`config.mk`:
```
export PLATFORM = sky130hd
export DESIGN_NAME = decaying_peak_level_scaler
export DESIGN_NICKNAME = d
export VERILOG_FILES = /design/src/dpls_pkg.sv /design/src/decaying_peak_level_scaler.sv /design/src/dpls_dp.sv /design/src/dpls_ctrl.sv
export SDC_FILE = /design/constraint.sdc
export NUM_CORES = 1
export LEC_CHECK = 0
export BUFFER_PORTS_ARGS = -buffer_cell sky130_fd_sc_hd__buf_2
export CAP_MARGIN = 30
export CORE_ASPECT_RATIO = 0.75
export CORE_MARGIN = 8
export CORE_UTILIZATION = 29
export CTS_CLUSTER_SIZE = 30
export DETAILED_ROUTE_END_ITERATION = 12
export GPL_ROUTABILITY_DRIVEN = 0
export HOLD_SLACK_MARGIN = 0.12
export MAX_ROUTING_LAYER = met4
export PLACE_DENSITY_LB_ADDON = 0.12
export SLEW_MARGIN = 30
export SYNTH_ARGS = -nofsm -noshare
export SYNTH_HDL_FRONTEND = slang
export SYNTH_SLANG_ARGS = --single-unit
```
`constraint.sdc`:
```
create_clock -name i_clk -period 7.8 [get_ports i_clk]
set_input_delay 1.17 -clock i_clk [delete_from_list [all_inputs] [get_ports i_clk]]
set_output_delay 1.17 -clock i_clk [all_outputs]
set_load 0.005 [all_outputs]
```
`src/dpls_pkg.sv`:
```
// Shared widths, constants, register indexes and controller/datapath types.
package dpls_pkg;

    // Field widths
    localparam int unsigned SAMPLE_BITS  = 12;
    localparam int unsigned PEAK_BITS    = SAMPLE_BITS + 1;
    localparam int unsigned SPAN_BITS    = 8;
    localparam int unsigned NUM_BITS     = SAMPLE_BITS + SPAN_BITS;
    localparam int unsigned DIV_CNT_BITS = $clog2(SPAN_BITS);

    // Configuration port
    localparam int unsigned CFG_IDX_BITS  = 8;
    localparam int unsigned CFG_DATA_BITS = SAMPLE_BITS;
    localparam logic [CFG_IDX_BITS-1:0] REG_NOISE_FLOOR = CFG_IDX_BITS'(0);
    localparam logic [CFG_IDX_BITS-1:0] REG_LEVEL_SPAN  = CFG_IDX_BITS'(1);

    // Reset values
    localparam logic [SAMPLE_BITS-1:0] FLOOR_RESET = SAMPLE_BITS'(256);
    localparam logic [SPAN_BITS-1:0]   SPAN_RESET  = SPAN_BITS'(120);
    localparam logic [PEAK_BITS-1:0]   PEAK_RESET  = PEAK_BITS'(1) << SAMPLE_BITS;

    // Decay by 49/50: floor(peak * 49 * ceil(2^28 / 50) / 2^28).
    // Exact for peak * 49 below 2^28 / 44, which covers samples up to 16 bits.
    localparam int unsigned DECAY_SHIFT    = 28;
    localparam int unsigned DECAY_MUL_BITS = 28;
    localparam logic [DECAY_MUL_BITS-1:0] DECAY_MUL = DECAY_MUL_BITS'(263066790);
    localparam int unsigned DECAY_PROD_BITS = PEAK_BITS + DECAY_MUL_BITS;

    // Controller states
    typedef enum logic [4:0] {
        S_IDLE  = 5'b00001,
        S_DECAY = 5'b00010,
        S_PEAK  = 5'b00100,
        S_DIV   = 5'b01000,
        S_DONE  = 5'b10000
    } t_state;

    // Controller to datapath commands
    typedef struct packed {
        logic load;
        logic decay;
        logic peak;
        logic div_step;
        logic finish;
    } t_dp_cmd;

    // Datapath to controller status
    typedef struct packed {
        logic div_last;
    } t_dp_sts;

endpackage

```
`src/decaying_peak_level_scaler.sv`:
```
// Top level: decaying peak tracker with inverted level scaling.
//
//  channel | valid       | ready       | payload
//  --------+-------------+-------------+--------------------------------
//  input   | i_valid     | o_ready     | i_sample
//  output  | o_valid     | i_ready     | o_level, o_peak_now
//  config  | i_cfg_valid | o_cfg_ready | i_cfg_index, i_cfg_data
//
// A request passes through accept, decay multiply, peak and scaling multiply,
// 8 restoring-divide steps (one quotient bit each) and finish; the next request is
// accepted only after the previous one has completed its finish step.
// A waiting result does not block the next request; only its finish step waits for
// the output register to free up. Synchronous reset sets noise floor 256, span 120,
// peak 4096. Config writes are always taken; indexes beyond the register list are dropped.
module decaying_peak_level_scaler (
    input  logic                                i_clk,
    input  logic                                i_rst_n,
    input  logic                                i_valid,
    output logic                                o_ready,
    input  logic [dpls_pkg::SAMPLE_BITS-1:0]    i_sample,
    output logic                                o_valid,
    input  logic                                i_ready,
    output logic [dpls_pkg::SPAN_BITS-1:0]      o_level,
    output logic [dpls_pkg::PEAK_BITS-1:0]      o_peak_now,
    input  logic                                i_cfg_valid,
    output logic                                o_cfg_ready,
    input  logic [dpls_pkg::CFG_IDX_BITS-1:0]   i_cfg_index,
    input  logic [dpls_pkg::CFG_DATA_BITS-1:0]  i_cfg_data
);

    dpls_pkg::t_dp_cmd w_cmd;
    dpls_pkg::t_dp_sts w_sts;

    assign o_cfg_ready = 1'b1;

    // Sequence requests
    dpls_ctrl u_ctrl (
        .i_clk   (i_clk),
        .i_rst_n (i_rst_n),
        .i_valid (i_valid),
        .o_ready (o_ready),
        .o_valid (o_valid),
        .i_ready (i_ready),
        .o_cmd   (w_cmd),
        .i_sts   (w_sts)
    );

    // Compute peak and level
    dpls_dp u_dp (
        .i_clk       (i_clk),
        .i_rst_n     (i_rst_n),
        .i_cmd       (w_cmd),
        .o_sts       (w_sts),
        .i_sample    (i_sample),
        .i_cfg_we    (i_cfg_valid && o_cfg_ready),
        .i_cfg_index (i_cfg_index),
        .i_cfg_data  (i_cfg_data),
        .o_level     (o_level),
        .o_peak_now  (o_peak_now)
    );

endmodule

```
`src/dpls_dp.sv`:
```
// Datapath: config registers, peak decay, scaling multiply, restoring divider, result register.
module dpls_dp (
    input  logic                                 i_clk,
    input  logic                                 i_rst_n,
    input  dpls_pkg::t_dp_cmd                    i_cmd,
    output dpls_pkg::t_dp_sts                    o_sts,
    input  logic [dpls_pkg::SAMPLE_BITS-1:0]     i_sample,
    input  logic                                 i_cfg_we,
    input  logic [dpls_pkg::CFG_IDX_BITS-1:0]    i_cfg_index,
    input  logic [dpls_pkg::CFG_DATA_BITS-1:0]   i_cfg_data,
    output logic [dpls_pkg::SPAN_BITS-1:0]       o_level,
    output logic [dpls_pkg::PEAK_BITS-1:0]       o_peak_now
);

    logic [dpls_pkg::SAMPLE_BITS-1:0]     r_floor;
    logic [dpls_pkg::SPAN_BITS-1:0]       r_span;
    logic [dpls_pkg::PEAK_BITS-1:0]       r_peak;
    logic [dpls_pkg::SAMPLE_BITS-1:0]     r_sample;
    logic [dpls_pkg::PEAK_BITS-1:0]       r_decayed;
    logic [dpls_pkg::NUM_BITS-1:0]        r_rem;
    logic [dpls_pkg::NUM_BITS-1:0]        r_dsh;
    logic [dpls_pkg::SPAN_BITS-1:0]       r_quo;
    logic [dpls_pkg::DIV_CNT_BITS-1:0]    r_bit;
    logic [dpls_pkg::SPAN_BITS-1:0]       r_level;
    logic [dpls_pkg::PEAK_BITS-1:0]       r_peak_out;

    logic [dpls_pkg::DECAY_PROD_BITS-1:0] w_decay_prod;
    logic [dpls_pkg::PEAK_BITS-1:0]       w_floor_p1;
    logic [dpls_pkg::PEAK_BITS-1:0]       w_max_a;
    logic [dpls_pkg::PEAK_BITS-1:0]       w_peak_new;
    logic [dpls_pkg::PEAK_BITS-1:0]       w_den;
    logic [dpls_pkg::SAMPLE_BITS-1:0]     w_diff;
    logic [dpls_pkg::NUM_BITS-1:0]        w_num;
    logic                                 w_fits;

    // Decay product of the stored peak
    assign w_decay_prod = dpls_pkg::DECAY_PROD_BITS'(r_peak)
                        * dpls_pkg::DECAY_PROD_BITS'(dpls_pkg::DECAY_MUL);

    // New peak is the largest of decayed peak, sample and floor + 1
    assign w_floor_p1 = dpls_pkg::PEAK_BITS'(r_floor) + dpls_pkg::PEAK_BITS'(1);
    assign w_max_a    = (r_decayed > dpls_pkg::PEAK_BITS'(r_sample))
                      ? r_decayed : dpls_pkg::PEAK_BITS'(r_sample);
    assign w_peak_new = (w_max_a > w_floor_p1) ? w_max_a : w_floor_p1;
    assign w_den      = w_peak_new - dpls_pkg::PEAK_BITS'(r_floor);

    // Scaled distance above the floor; a quiet sample gives zero
    assign w_diff = r_sample - r_floor;
    assign w_num  = (r_sample > r_floor)
                  ? dpls_pkg::NUM_BITS'(w_diff) * dpls_pkg::NUM_BITS'(r_span)
                  : '0;

    // One restoring-division step
    assign w_fits = (r_rem >= r_dsh);

    assign o_sts.div_last = (r_bit == '0);

    // Configuration registers and tracked peak
    always_ff @(posedge i_clk) begin
        if (!i_rst_n) begin
            r_floor <= dpls_pkg::FLOOR_RESET;
            r_span  <= dpls_pkg::SPAN_RESET;
            r_peak  <= dpls_pkg::PEAK_RESET;
        end else begin
            if (i_cfg_we && (i_cfg_index == dpls_pkg::REG_NOISE_FLOOR)) begin
                r_floor <= i_cfg_data;
            end
            if (i_cfg_we && (i_cfg_index == dpls_pkg::REG_LEVEL_SPAN)) begin
                r_span <= i_cfg_data[dpls_pkg::SPAN_BITS-1:0];
            end
            if (i_cmd.peak) begin
                r_peak <= w_peak_new;
            end
        end
    end

    // Working registers of one request
    always_ff @(posedge i_clk) begin
        if (i_cmd.load) begin
            r_sample <= i_sample;
        end
        if (i_cmd.decay) begin
            r_decayed <= w_decay_prod[dpls_pkg::DECAY_SHIFT +: dpls_pkg::PEAK_BITS];
        end
        if (i_cmd.peak) begin
            r_rem <= w_num;
            r_dsh <= {w_den, (dpls_pkg::SPAN_BITS-1)'(0)};
            r_quo <= '0;
            r_bit <= dpls_pkg::DIV_CNT_BITS'(dpls_pkg::SPAN_BITS - 1);
        end else if (i_cmd.div_step) begin
            if (w_fits) begin
                r_rem <= r_rem - r_dsh;
            end
            r_quo <= {r_quo[dpls_pkg::SPAN_BITS-2:0], w_fits};
            r_dsh <= r_dsh >> 1;
            r_bit <= r_bit - dpls_pkg::DIV_CNT_BITS'(1);
        end
        if (i_cmd.finish) begin
            r_level    <= r_span - r_quo;
            r_peak_out <= r_peak;
        end
    end

    assign o_level    = r_level;
    assign o_peak_now = r_peak_out;

    // The peak always ends above the floor, so the divisor is never zero
    a_peak_above_floor: assert property (@(posedge i_clk) disable iff (!i_rst_n)
        i_cmd.peak |=> (r_peak > dpls_pkg::PEAK_BITS'($past(r_floor))))
        else $error("peak not above noise floor");

    // Dividend below divisor * 2^SPAN_BITS: the quotient fits the level width
    a_quo_fits: assert property (@(posedge i_clk) disable iff (!i_rst_n)
        i_cmd.peak |=> ({1'b0, r_rem} < {r_dsh, 1'b0}))
        else $error("quotient overflows level width");

endmodule

```
`src/dpls_ctrl.sv`:
```
// Controller: sequences one request through decay, peak, divide, and owns the output valid.
module dpls_ctrl (
    input  logic              i_clk,
    input  logic              i_rst_n,
    input  logic              i_valid,
    output logic              o_ready,
    output logic              o_valid,
    input  logic              i_ready,
    output dpls_pkg::t_dp_cmd o_cmd,
    input  dpls_pkg::t_dp_sts i_sts
);

    dpls_pkg::t_state r_state, n_state;
    logic             r_out_valid, n_out_valid;
    logic             w_slot_free;

    assign w_slot_free = !r_out_valid || i_ready;
    assign o_ready     = (r_state == dpls_pkg::S_IDLE);
    assign o_valid     = r_out_valid;

    // Next state and commands
    always_comb begin
        n_state = r_state;
        o_cmd   = '0;
        unique case (r_state)
            dpls_pkg::S_IDLE: begin
                if (i_valid) begin
                    o_cmd.load = 1'b1;
                    n_state    = dpls_pkg::S_DECAY;
                end
            end
            dpls_pkg::S_DECAY: begin
                o_cmd.decay = 1'b1;
                n_state     = dpls_pkg::S_PEAK;
            end
            dpls_pkg::S_PEAK: begin
                o_cmd.peak = 1'b1;
                n_state    = dpls_pkg::S_DIV;
            end
            dpls_pkg::S_DIV: begin
                o_cmd.div_step = 1'b1;
                if (i_sts.div_last) begin
                    n_state = dpls_pkg::S_DONE;
                end
            end
            dpls_pkg::S_DONE: begin
                if (w_slot_free) begin
                    o_cmd.finish = 1'b1;
                    n_state      = dpls_pkg::S_IDLE;
                end
            end
            default: begin
                n_state = dpls_pkg::S_IDLE;
            end
        endcase
    end

    // Hold the result until taken, set it on finish
    always_comb begin
        n_out_valid = r_out_valid;
        if (o_cmd.finish) begin
            n_out_valid = 1'b1;
        end else if (i_ready) begin
            n_out_valid = 1'b0;
        end
    end

    always_ff @(posedge i_clk) begin
        if (!i_rst_n) begin
            r_state     <= dpls_pkg::S_IDLE;
            r_out_valid <= 1'b0;
        end else begin
            r_state     <= n_state;
            r_out_valid <= n_out_valid;
        end
    end

    // Work starts only after an accepted request
    a_decay_after_accept: assert property (@(posedge i_clk) disable iff (!i_rst_n)
        (r_state == dpls_pkg::S_DECAY) |-> $past(i_valid && o_ready))
        else $error("decay without accepted request");

    // A finished result shows up on the output next cycle
    a_finish_valid: assert property (@(posedge i_clk) disable iff (!i_rst_n)
        o_cmd.finish |=> o_valid)
        else $error("finished result not presented");

    // Finish never overwrites a result that is still waiting
    a_no_overwrite: assert property (@(posedge i_clk) disable iff (!i_rst_n)
        (o_valid && !i_ready) |-> !o_cmd.finish)
        else $error("pending result overwritten");

endmodule
```
=== Yosys cells after proc, flatten, opt, wreduce, memory -nomap -nowiden ===
Index checks and enable logic that the tools add are counted.

* Multiply operators: 2
* Equality and inequality tests: 9
* Reduce and logical (&&, ||, !) cells: 11
* Muxes and demuxes: 21
* Magnitude comparators: 4
* Add/subtract/negate cells: 6

{| class="wikitable"
|+ Operator list
! cell !! count
|-
| $mux W20 || 6
|-
| $mul A13 B27 Y40 const B || 1
|-
| $mux W13 || 2
|-
| $pmux W5 S5 || 1
|-
| $ge A20 B20 Y1 || 1
|-
| $mul A12 B8 Y20 || 1
|-
| $sub A20 B20 Y20 || 1
|-
| $mux W5 || 3
|-
| $add A12 B1 Y13 const B || 1
|-
| $gt A13 B12 Y1 || 1
|-
| $gt A13 B13 Y1 || 1
|-
| $sub A13 B12 Y13 || 1
|-
| $gt A12 B12 Y1 || 1
|-
| $sub A12 B12 Y12 || 1
|-
| $mux W1 || 9
|-
| $eq A8 B1 Y1 const B || 1
|-
| $logic_not A8 Y1 || 1
|-
| $sub A8 B8 Y8 || 1
|-
| $reduce_bool A2 Y1 || 3
|-
| $eq A5 B1 Y1 const B || 1
|-
| $eq A5 B2 Y1 const B || 1
|-
| $eq A5 B3 Y1 const B || 1
|-
| $eq A5 B4 Y1 const B || 1
|-
| $eq A5 B5 Y1 const B || 1
|-
| 9 further kinds || 11
|}

* Output and inout port bits: 24
* Input bits: 37
* Register bits after elaboration: 136
* Logic and storage cells: 67

=== Logic depth before layout (Yosys ltp) ===
Gate-level depths: netlist (run 1).

* Word-level depth: 6
* Gate-level depth with buffers: 28

=== By module ===
Synthesis (run 1) repeated with hierarchy kept, for this count alone.

* Cell total of the unflattened synthesis: 1,727
* Area, all modules: 16,697.3 µm²

{| class="wikitable"
|+ Modules (own cells, without submodules)
! module !! times used !! area each (µm²) !! cells each
|-
| dpls_dp || 1 || 16,331.9 || 1,682
|-
| dpls_ctrl || 1 || 354.1 || 43
|-
| decaying_peak_level_scaler || 1 || 11.3 || 2
|}

=== Worst setup path after synthesis (run 1) ===
No wires, ideal clock.

* Path type: register to register
* From: reg u_dp.r_sample[0] (netlist bit)
* To: reg u_dp.r_rem[19] (netlist bit) (data pin)
* Setup time: 274 ps
* Stages on the path, launching flop included: 26
* Data arrival time: 5,673 ps
* Required time: 7,526 ps
* Path buffers: 0
* Path slack: 1,853 ps
* Cell sequence: edfxtp_1 -> inv_1 -> ha_1 -> inv_1 -> fa_1 -> a21o_1 -> a21o_1 -> a221oi_4 -> o21ai_1 -> a21oi_1 -> xnor2_1 -> and2_1 -> fa_1 -> fa_1 -> fa_1 -> inv_1 -> fa_1 -> inv_1 -> ha_1 -> and3_1 -> o21ai_0 -> o211ai_1 -> nand2_1 -> o21ai_0 -> xnor2_1 -> o22ai_2

* Cells in the longest elaborated chain, start to end: 4
* Elaborated cells between the ends (all ways): 5
* Those cells by class: 1 x add/sub; 1 x mul; 1 x order compare; 2 x mux

{| class="wikitable"
|+ RTL lines
! element !! line !! RTL
|-
| from (decl) || dpls_dp.sv:18 || <nowiki>logic [dpls_pkg::SAMPLE_BITS-1:0] r_sample;</nowiki>
|-
| from (signal assigned) || dpls_dp.sv:80 || <nowiki>r_sample <= i_sample;</nowiki>
|-
| $sub A12 B12 Y12 || dpls_dp.sv:48 || <nowiki>assign w_diff = r_sample - r_floor;</nowiki>
|-
| $mul A12 B8 Y20 || dpls_dp.sv:50 || <nowiki>? dpls_pkg::NUM_BITS'(w_diff) * dpls_pkg::NUM_BITS'(r_span)</nowiki>
|-
| $mux W20 * || dpls_dp.sv:50 ||
|-
| $mux W20 * || dpls_dp.sv:85 || <nowiki>if (i_cmd.peak) begin</nowiki>
|-
| to (signal assigned) || dpls_dp.sv:86 || <nowiki>r_rem <= w_num;</nowiki>
|-
| to (signal assigned) || dpls_dp.sv:92 || <nowiki>r_rem <= r_rem - r_dsh;</nowiki>
|-
| to (decl) || dpls_dp.sv:20 || <nowiki>logic [dpls_pkg::NUM_BITS-1:0] r_rem;</nowiki>
|}

Every way passes the cells marked *; elsewhere a longest branch is shown, timed or not.
A chain may end at the register's enable or synchronous reset.

=== Worst setup path after layout (run 1) ===
* From: reg u_dp.r_sample[2] (netlist bit)
* To: reg u_dp.r_dsh[19] (netlist bit) (data pin)

* Cells in the longest elaborated chain, start to end: 6

{| class="wikitable"
|+ RTL lines
! element !! line !! RTL
|-
| $gt A13 B12 Y1 || dpls_dp.sv:42 || <nowiki>assign w_max_a = (r_decayed > dpls_pkg::PEAK_BITS'(r_sample))</nowiki>
|-
| $mux W13 * || dpls_dp.sv:43 || <nowiki>? r_decayed : dpls_pkg::PEAK_BITS'(r_sample);</nowiki>
|-
| $gt A13 B13 Y1 || dpls_dp.sv:44 || <nowiki>assign w_peak_new = (w_max_a > w_floor_p1) ? w_max_a : w_floor_p1;</nowiki>
|-
| $mux W13 * || dpls_dp.sv:44 ||
|-
| named net u_dp.w_peak_new (one bit) || dpls_dp.sv:30 || <nowiki>logic [dpls_pkg::PEAK_BITS-1:0] w_peak_new;</nowiki>
|-
| $sub A13 B12 Y13 * || dpls_dp.sv:45 || <nowiki>assign w_den = w_peak_new - dpls_pkg::PEAK_BITS'(r_floor);</nowiki>
|-
| $mux W20 * || dpls_dp.sv:85 ||
|-
| to (signal assigned) || dpls_dp.sv:87 || <nowiki>r_dsh <= {w_den, (dpls_pkg::SPAN_BITS-1)'(0)};</nowiki>
|-
| to (signal assigned) || dpls_dp.sv:95 || <nowiki>r_dsh <= r_dsh >> 1;</nowiki>
|-
| to (decl) || dpls_dp.sv:21 || <nowiki>logic [dpls_pkg::NUM_BITS-1:0] r_dsh;</nowiki>
|}

Mark *: on every way through the listed nets, which the timed path passes. The rest lies on a longest branch.

==> impl_metrics.tcl, run 1 <==
set metrics [dict create \
    drt_pass1_iterations 7 \
    post_cts_buffers 0 \
    r2r_cells 26 \
    irDropWorstVdd_v 0.000603 \
    hold_violations 0 \
    cp-end-kind "flip-flop" \
    synth_warnings 0 \
    core-area_um2 55800 \
    crit_path_max_fanout 13 \
    required_ns 7.99 \
    grtUsageTotal_pct 15.1 \
    netlist_instances 1676 \
    clock_tree.root_cell "clkbuf_16" \
    fin_setup_tns_ns 0 \
    antenna_found_initial 0 \
    grt_setup_unrepaired "no" \
    finalNetCount 2184 \
    start_util_pct 29.3 \
    cts_buffers 17 \
    arrival_ns 6.81 \
    cp-start-kind "flip-flop" \
    drive_gt1_share_pct 7.64 \
    setup_viol 0 \
    cellPowerDensity_nw_per_um2 374 \
    fill_cells 5784 \
    syn_nets 2132 \
    hp-start "u_dp.r_dsh[0]$_SDFFE_PP0N_" \
    hold_buffers 0 \
    skew_ns 0.00872 \
    period_share_pct 84.9 \
    reg2reg_slack_ns 1.18 \
    grt_max_degree 41 \
    async_flop_share_pct 0 \
    synth_commonest_cells "inv_1 (311), ha_1 (247), fa_1 (172)" \
    synth.area.top_cells "fa_1 (21%), ha_1 (19%), edfxtp_1 (14%)" \
    grt_pass1_wl_um 73100 \
    fmax_mhz 151 \
    drtAntennaViolNets 0 \
    synth_top_area_share_pct 21.0 \
    critical_path_class "reg -> reg" \
    dp_hpwl_um 39400 \
    seq_area_um2 3510 \
    status "completed" \
    path_clk_slew_ns 0.07 \
    period_minus_slack_ns 6.62 \
    yosysMostFrequentCell "inv_1" \
    min_to "u_dp.r_dsh[0]$_SDFFE_PP0N_" \
    port_buffers 59 \
    r2r_start "u_dp.r_sample[2]$_DFFE_PP_" \
    drt-wirelength-per-cell_um 18.9 \
    max-cap-violations 0 \
    cts.sinks 136 \
    cts_resized 0 \
    die_area_um2 64400 \
    die_w_um 290 \
    synth-main-ff-cell "edfxtp_1" \
    min_path_cells 2 \
    worst_pin_slew_ns 0.945 \
    synth_cell_type_count 84 \
    leakage_nw 8.30 \
    wl_um 46700 \
    postSynthAreaPerCell_um2 9.77 \
    drt-vias-per-instance 4.67 \
    vias 11563 \
    finalPower_w 0.00677 \
    worstReg2RegEnd "u_dp.r_dsh[19]$_DFFE_PP_" \
    rows 75 \
    syn_area_um2 16400 \
    min_path_type "reg -> reg" \
    drc 0 \
    synth_edf_count 79 \
    relSlewSlack_pct 36.8 \
    yosysTopAreaCell "fa_1" \
    slew_viol_final 0 \
    die_y_um 222 \
    insertion_delay_ns 0.45 \
    htreeDepth 4 \
    cts_max_path_buffers 2 \
    drtIter0Drc 816 \
    grt_pass1_vias 11761 \
    layout-area-overhead-vs-synth_pct 10.6 \
    ys_seq_area_share_pct 21.5 \
    overflow 0 \
    io_pins 61 \
    ys_ff_latch 136 \
    multi_input_area_um2 11500 \
    cts_tree "yes" \
]
-- routing by layer --
layer	up-vias	part of all wire, %	track usage (%)
li1	5732	-	-
met1	5594	59	25.0
met2	220	35	18.2
met3	17	4.7	2.67
met4	0	0.79	2.23
met5	-	0	-
-- report_power, final --
group	switching (W)	leakage [nW]	internal, W	total, W
Clock	0.000390	0.295	0.000485	0.000875
Sequential	0.0000431	1.17	0.000816	0.000859
Combinational	0.00294	6.83	0.00210	0.00504
Total	0.00337	8.30	0.00340	0.00677
-- area by class of cell --
type                       count  share of cell area [%]
inverter                     312                    6.47
sequential                   136                    19.4
tap                          731                    5.05
timing repair buffer          68                    2.00
clock inverter                15                    1.02
antenna                        2                  0.0276
clock buffer                  17                    2.35
multi-input combinational   1193                    63.7
-- worst max-delay path by stage --
stage | start | end | slack [ns] | depth (start not counted)
floorplan | u_dp.r_sample[0]$_DFFE_PP_ | u_dp.r_rem[19]$_DFFE_PP_ | 1.85 | 25
global placement | u_dp.r_floor[1]$_SDFFE_PN0P_ | u_dp.r_rem[19]$_DFFE_PP_ | 1.15 | 24
detailed placement | u_dp.r_floor[1]$_SDFFE_PN0P_ | u_dp.r_rem[19]$_DFFE_PP_ | 1.18 | 24
CTS | u_dp.r_floor[1]$_SDFFE_PN0P_ | u_dp.r_rem[19]$_DFFE_PP_ | 1.16 | 24
global route | u_dp.r_floor[1]$_SDFFE_PN0P_ | u_dp.r_rem[19]$_DFFE_PP_ | 0.70 | 24
finish | u_dp.r_sample[2]$_DFFE_PP_ | u_dp.r_dsh[19]$_DFFE_PP_ | 1.18 | 26
-- sequential cells by signal (all words and copies together), names as in the netlist --
signal,cells
u_dp.r_peak,13
u_dp.r_bit,3
u_dp.r_dsh,20
u_dp.r_quo,8
u_dp.r_span,8
u_dp.r_rem,20
u_dp.r_sample,12
u_dp.r_floor,12
u_ctrl.r_state,5
u_dp.o_level,8
u_ctrl.o_valid,1
u_dp.o_peak_now,13
u_dp.r_decayed,13
-- metrics by stage --
stage / cell area, um^2 / setup slack [ns] / utilization [%] / instances / hold slack (ns)
global placement: 17500 / 1.15 / 31.3 / 2440 / 0.454
detailed placement: 17500 / 1.18 / 31.3 / 2440 / 0.461
finish: 18100 / 1.18 / 32.4 / 2474 / 0.462
global route: 18100 / 0.698 / 32.4 / 2472 / 0.485
floorplan: 16400 / 1.85 / - / 1676 / 0.441
CTS: 18100 / 1.16 / 32.4 / 2472 / 0.470
-- logic make-up after synthesis --
family | Yosys count | share of synthesized area [%]
multiplexers | 44 | 2.71
adder cells (fa/ha/maj) | 419 | 39.9
XOR/XNOR | 66 | 3.53
other | 1 | 0.0229
AND/OR/NAND/NOR | 394 | 12.7
buffers and inverters | 347 | 8.15
AO/OA/AOI/OAI | 269 | 11.5
flip-flops | 136 | 21.5
-- worst max-delay path, cell delays in order, from the launching register on --
cell	delay, ns
edfxtp_1	0.47
inv_1	0.09
ha_1	0.24
a21o_1	0.18
a21oi_1	0.14
nor2b_1	0.06
o31ai_1	0.27
a32oi_2	0.14
buf_4	0.22
mux2_2	0.33
ha_1	0.29
nor2b_1	0.13
o21a_1	0.16
o21a_1	0.16
o21a_1	0.16
o21a_1	0.21
o21ai_4	0.45
mux2i_1	0.60
ha_1	0.38
a21o_1	0.18
a21oi_1	0.23
o21bai_1	0.10
a21o_1	0.21
a21oi_1	0.20
o21ai_0	0.24
o41ai_1	0.37
mux2i_1	0.13
-- cells in the final DEF, fill, tap and decap left out, types with 42 or more instances in the layout --
master    instances
edfxtp_1         79
dfxtp_1          57
mux2i_1          42
buf_2            59
and2_1           73
a21oi_1          66
nor2_1           62
inv_1           311
fa_1            172
ha_1            247
nand2_1          92
xnor2_1          52
Power figures use the tool's default switching activity.
==> run 2: changes to the inputs <==
- clock period: 7.8 -> 5.31 ns (I/O delays scaled with it)
==> run 2 against run 1 <==
Net effect:
- the run now ends with negative setup slack left
- power rose by 110%
- clock skew is 0.0021 ns higher
- critical endpoint is now u_dp.r_rem[17]$_DFFE_PP_
- via count grew 8.5%
==> impl_metrics.tcl, run 2 (synthesis results as in run 1) <==
set metrics [dict create \
    die_y_um 222 \
    wl_met1_um 29500 \
    leakage_nw 9.68 \
    wl_um 50100 \
    hold_violations 0 \
    cts_tree "yes" \
    slew_viol_final 0 \
    worstSetupStartpoint "u_dp.r_sample[0]$_DFFE_PP_" \
    cp-start-kind "flip-flop" \
    whs_ns 0.467 \
    finalNetCount 2433 \
    overflow 0 \
    fill_cells 5632 \
    cp-endpoint "u_dp.r_rem[17]$_DFFE_PP_" \
    p_sw_w 0.00636 \
    drt-wirelength-per-cell_um 18.4 \
    cts_buffers 17 \
    status "finished, violations left" \
    vias 12550 \
    fmax_mhz 168 \
    worst_pin_slew_ns 0.942 \
    required_ns 5.50 \
    cellPowerDensity_nw_per_um2 672 \
    violations "negative setup slack" \
    crit_path_max_fanout 4 \
    hold_buffers 0 \
    cts_max_path_buffers 2 \
    drc 0 \
    period_minus_slack_ns 5.97 \
    internal_power_w 0.00765 \
    period_share_pct 112 \
    setup_viol 17 \
    layout_commonest_cell "inv_1" \
    p_clk_share_pct 8.5 \
    final_cell_mix "inv_1 (295), buf_4 (242), ha_1 (229)" \
    met3_length_um 1970 \
    die_w_um 290 \
    core-area_um2 55800 \
    min_path_type "reg -> reg" \
    irDropWorstVdd_v 0.00118 \
    power_frac_comb_pct 82.5 \
    layout-area-overhead-vs-synth_pct 27.3 \
    dp_hpwl_um 42200 \
    multi_input_area_um2 12400 \
    seq_area_um2 3510 \
    r2r_cells 26 \
    skew_ns 0.0108 \
    r2r_start "u_dp.r_sample[0]$_DFFE_PP_" \
    start_util_pct 29.3 \
    place_inst 2665 \
    seq_power_share_pct 9.0 \
    rows 75 \
    grt_setup_unrepaired "yes" \
    antenna_found_initial 0 \
    top_layer_used "met4" \
    die_area_um2 64400 \
    relSlewSlack_pct 37.1 \
    arrival_ns 6.15 \
    insertion_delay_ns 0.45 \
    max-cap-violations 0 \
    io_pins 61 \
    switching_share_pct 45.4 \
    worstReg2RegEnd "u_dp.r_rem[17]$_DFFE_PP_" \
    path_clk_slew_ns 0.07 \
    largestRegisters "u_dp.r_dsh (20), u_dp.r_rem (20)" \
    drtAntennaViolNets 0 \
    grt_pass1_wl_um 77800 \
    drtIter0Drc 678 \
    drt_pass1_iterations 5 \
    clock_tree.root_cell "clkbuf_16" \
    wl_met2_um 18300 \
    cp-end-kind "flip-flop" \
    reg2reg_slack_ns -0.66 \
    postLayoutSetupSlackWorst_ns -0.655 \
    grt_pass1_vias 12876 \
    grt_max_degree 41 \
    diodes 0 \
    htreeDepth 4 \
    layoutNonFillerInstCount 2721 \
    critical_path_class "reg -> reg" \
    grtUsageTotal_pct 16.0 \
    port_buffers 59 \
    fin_util_pct 37.3 \
    cts.sinks 136 \
    drive_gt1_share_pct 25.8 \
    drt-vias-per-instance 4.61 \
]
-- run 2: power groups by stage --
stage,Combinational [W],Sequential [W],Clock [W]
2_1_floorplan,0.00608,0.00126,0
3_3_place_gp,0.00948,0.00128,0
3_5_place_dp,0.00949,0.00128,0
4_1_cts,0.0109,0.00126,0.00124
5_1_grt,0.0128,0.00126,0.00127
6_report,0.0116,0.00125,0.00120
-- run 2: cell type report --
| class | count | share of cell area [%] |
|---|---|---|
| clock buffer | 19 | 2.18 |
| clock inverter | 13 | 0.516 |
| tap | 731 | 4.39 |
| inverter | 312 | 5.63 |
| sequential | 136 | 16.9 |
| timing repair buffer | 317 | 11.0 |
| multi-input combinational | 1193 | 59.4 |
-- run 2: per-stage QoR --
step	TNS, ns	setup slack (ns)	area [um^2]	total power (W)
floorplan	-2.52	-0.437	16500	0.00734
global placement	-8.34	-0.710	19300	0.0108
detailed placement	-9.64	-0.754	19300	0.0108
CTS	-7.92	-0.735	20400	0.0134
global route	-10.44	-0.850	20800	0.0154
finish	-6.37	-0.655	20800	0.0140
-- run 2: worst min path at each step --
stage	depth (start not counted)	start	end	slack, ns
2_1_floorplan	2	u_dp.r_dsh[0]$_SDFFE_PP0N_	u_dp.r_dsh[0]$_SDFFE_PP0N_	0.44
3_3_place_gp	2	u_dp.r_quo[7]$_SDFFE_PP0N_	u_dp.r_quo[7]$_SDFFE_PP0N_	0.46
3_5_place_dp	2	u_dp.r_quo[2]$_SDFFE_PP0N_	u_dp.r_quo[3]$_SDFFE_PP0N_	0.46
4_1_cts	2	u_dp.r_quo[2]$_SDFFE_PP0N_	u_dp.r_quo[3]$_SDFFE_PP0N_	0.47
5_1_grt	2	u_dp.r_quo[4]$_SDFFE_PP0N_	u_dp.r_quo[4]$_SDFFE_PP0N_	0.49
6_report	2	u_dp.r_quo[2]$_SDFFE_PP0N_	u_dp.r_quo[3]$_SDFFE_PP0N_	0.47
-- run 2: worst max-delay path: stages (launching register included) --
cell and delay, ns:
edfxtp_1 0.40, inv_1 0.08, ha_2 0.18, inv_2 0.04, fa_2 0.38, a21o_1 0.18, a21o_4 0.22, a221oi_4 0.39
o21ai_2 0.09, a21oi_2 0.16, xnor2_2 0.16, and2_4 0.18, fa_1 0.42, fa_1 0.46, fa_1 0.49, inv_1 0.05
fa_1 0.49, inv_2 0.05, ha_4 0.26, and3_4 0.17, o21ai_2 0.07, o211ai_1 0.17, buf_4 0.17, a41oi_2 0.13
xnor2_1 0.15, nand2_1 0.10, o211ai_1 0.09
-- run 2: layer usage --
| layer | vias to the layer above | global-route usage (%) |
|---|---|---|
| li1 | 6212 | - |
| met1 | 6105 | 26.0 |
| met2 | 208 | 20.1 |
| met3 | 25 | 2.67 |
| met4 | 0 | 2.19 |
| met5 | - | - |
-- run 2: repair_timing --
action,in CTS,in global routing
endpoints found under the setup margin,26,33
setup buffers,16,16
resized for setup,86,76
endpoints found under the hold margin,0,0
cloned,0,0
pin swaps,59,64
==> run 3: changes to the inputs <==
- PLACE_DENSITY: default -> 0.52
- PLACE_DENSITY_LB_ADDON: 0.12 -> default
- SETUP_SLACK_MARGIN: default -> 0.4
- TNS_END_PERCENT: default -> 5
==> run 3 against run 2 <==
Net effect:
- largest cell class unchanged
- the run still ends with negative setup slack left
- die area unchanged
- first-iteration DRC count rose by 15%
- routed wire length fell by 5.0%
- maximum frequency rose by 0.92%
- critical endpoint is now u_dp.r_rem[14]$_DFFE_PP_
- power grew 2.2%
==> impl_metrics.tcl, run 3 (synthesis results as in run 1) <==
set metrics [dict create \
    period_share_pct 111 \
    cp-end-kind "flip-flop" \
    final_cell_mix "inv_1 (305), ha_1 (233), buf_4 (221)" \
    drt-wirelength-per-cell_um 17.7 \
    arrival_ns 6.10 \
    overflow 0 \
    clock_tree.root_cell "clkbuf_16" \
    reg2reg_slack_ns -0.60 \
    layout_commonest_cell "inv_1" \
    grt_max_degree 41 \
    seq_power_share_pct 8.7 \
    io_pins 61 \
    setup_viol 19 \
    worstSetupStartpoint "u_dp.r_sample[0]$_DFFE_PP_" \
    switching_share_pct 45.5 \
    cts_tree "yes" \
    drc 0 \
    core-area_um2 55800 \
    largestRegisters "u_dp.r_dsh (20), u_dp.r_rem (20)" \
    violations "negative setup slack" \
    multi_input_area_um2 12300 \
    rows 75 \
    min_path_cells 2 \
    fin_util_pct 36.7 \
    drtAntennaViolNets 0 \
    start_util_pct 29.3 \
    die_area_um2 64400 \
    crit_path_max_fanout 5 \
    antenna_found_initial 0 \
    fmax_mhz 169 \
    worst_pin_slew_ns 0.835 \
    cts.sinks 136 \
    cp-start-kind "flip-flop" \
    drtIter0Drc 781 \
    port_buffers 59 \
    grt_pass1_vias 13340 \
    skew_ns 0.0189 \
    wl_um 47600 \
    layoutNonFillerInstCount 2692 \
    r2r_start "u_dp.r_sample[0]$_DFFE_PP_" \
    place_inst 2644 \
    required_ns 5.50 \
    period_minus_slack_ns 5.91 \
    drt-vias-per-instance 4.72 \
    hold_buffers 0 \
    irDropWorstVdd_v 0.00144 \
    cts_buffers 17 \
    seq_area_um2 3520 \
    slew_viol_final 0 \
    vias 12696 \
    die_w_um 290 \
    r2r_cells 24 \
    critical_path_class "reg -> reg" \
    status "finished, violations left" \
    max-cap-violations 0 \
    relSlewSlack_pct 44.2 \
    grt_setup_unrepaired "yes" \
    grtUsageTotal_pct 15.2 \
    power_frac_comb_pct 82.8 \
    drt_pass1_iterations 5 \
    cellPowerDensity_nw_per_um2 699 \
    drive_gt1_share_pct 24.3 \
    hp-start "u_dp.r_quo[6]$_SDFFE_PP0N_" \
    hold_violations 0 \
    grt_pass1_wl_um 75500 \
    layout-area-overhead-vs-synth_pct 25.1 \
    cts_max_path_buffers 2 \
    p_clk_share_pct 8.4 \
    insertion_delay_ns 0.45 \
    path_clk_slew_ns 0.07 \
    fill_cells 5545 \
    die_y_um 222 \
    internal_power_w 0.00780 \
    dp_hpwl_um 39800 \
    finalNetCount 2403 \
    p_sw_w 0.00651 \
    min_path_type "reg -> reg" \
    worstReg2RegEnd "u_dp.r_rem[14]$_DFFE_PP_" \
    leakage_nw 9.50 \
    postLayoutSetupSlackWorst_ns -0.600 \
    cp-endpoint "u_dp.r_rem[14]$_DFFE_PP_" \
    htreeDepth 4 \
]
==> run 3: layout make-up <==
type                    instances  area share (%)
well taps                     731            4.47
flip-flops and latches        136            17.2
inverters                     312            5.72
clock buffers                  18            2.10
diodes                          1          0.0122
repair buffers                287            9.99
multi-input cells            1193            59.9
clock inverters                14           0.660
==> run 3: metal layers <==
| layer | GRT usage, % | vias to the layer above | share of wire [%] |
|---|---|---|---|
| met5 | - | - | 0 |
| met4 | 2.69 | 0 | 1.2 |
| met3 | 3.35 | 35 | 6.4 |
| met2 | 20.3 | 331 | 39 |
| met1 | 23.1 | 6180 | 54 |
| li1 | - | 6150 | - |
==> run 3: worst max-delay path: stages, from the launching register on <==
cell and delay, ns:
edfxtp_1 0.40, inv_1 0.08, ha_2 0.19, inv_2 0.04, fa_2 0.34, a21o_1 0.18
a21o_4 0.23, a221oi_4 0.35, buf_4 0.18, xnor2_2 0.10, and2_4 0.19, fa_2 0.57
fa_1 0.43, fa_1 0.49, inv_1 0.05, fa_1 0.52, inv_1 0.06, ha_4 0.26
and3_4 0.19, nand3b_1 0.15, buf_4 0.18, buf_6 0.11, a31oi_4 0.14, xnor2_2 0.13
o211ai_1 0.10
==> run 3: timing repair <==
action / CTS / global route
endpoints found under the setup margin: 39 / 40
gates resized for setup: 78 / 66
setup buffers: 11 / 4
pin swaps: 72 / 64
==> run 3: stage by stage <==
stage | setup TNS [ns] | worst slack, ns | instance area, um^2 | hold slack, ns | power, W
floorplan | -2.86 | -0.444 | 16400 | 0.441 | 0.00715
global placement | -8.16 | -0.667 | 19100 | 0.451 | 0.0107
detailed placement | -10.72 | -0.853 | 19100 | 0.459 | 0.0109
CTS | -7.67 | -0.638 | 20100 | 0.470 | 0.0135
global route | -12.22 | -0.812 | 20500 | 0.495 | 0.0156
finish | -6.86 | -0.600 | 20500 | 0.469 | 0.0143
==> run 3: worst min path at each step <==
stage,endpoint,slack (ns)
CTS,u_dp.r_dsh[0]$_SDFFE_PP0N_,0.47
finish,u_dp.r_quo[7]$_SDFFE_PP0N_,0.47
global placement,u_dp.r_dsh[0]$_SDFFE_PP0N_,0.45
global route,u_dp.r_quo[7]$_SDFFE_PP0N_,0.49
detailed placement,u_dp.r_dsh[0]$_SDFFE_PP0N_,0.46
floorplan,u_dp.r_dsh[0]$_SDFFE_PP0N_,0.44
==> run 3: power groups by stage <==
| stage | combinational, W | clock, W | sequential [W] |
|---|---|---|---|
| 3_5_place_dp | 0.00958 | 0 | 0.00127 |
| 4_1_cts | 0.0111 | 0.00124 | 0.00125 |
| 5_1_grt | 0.0131 | 0.00127 | 0.00126 |
| 6_report | 0.0119 | 0.00121 | 0.00125 |
| 2_1_floorplan | 0.00590 | 0 | 0.00126 |
| 3_3_place_gp | 0.00938 | 0 | 0.00127 |
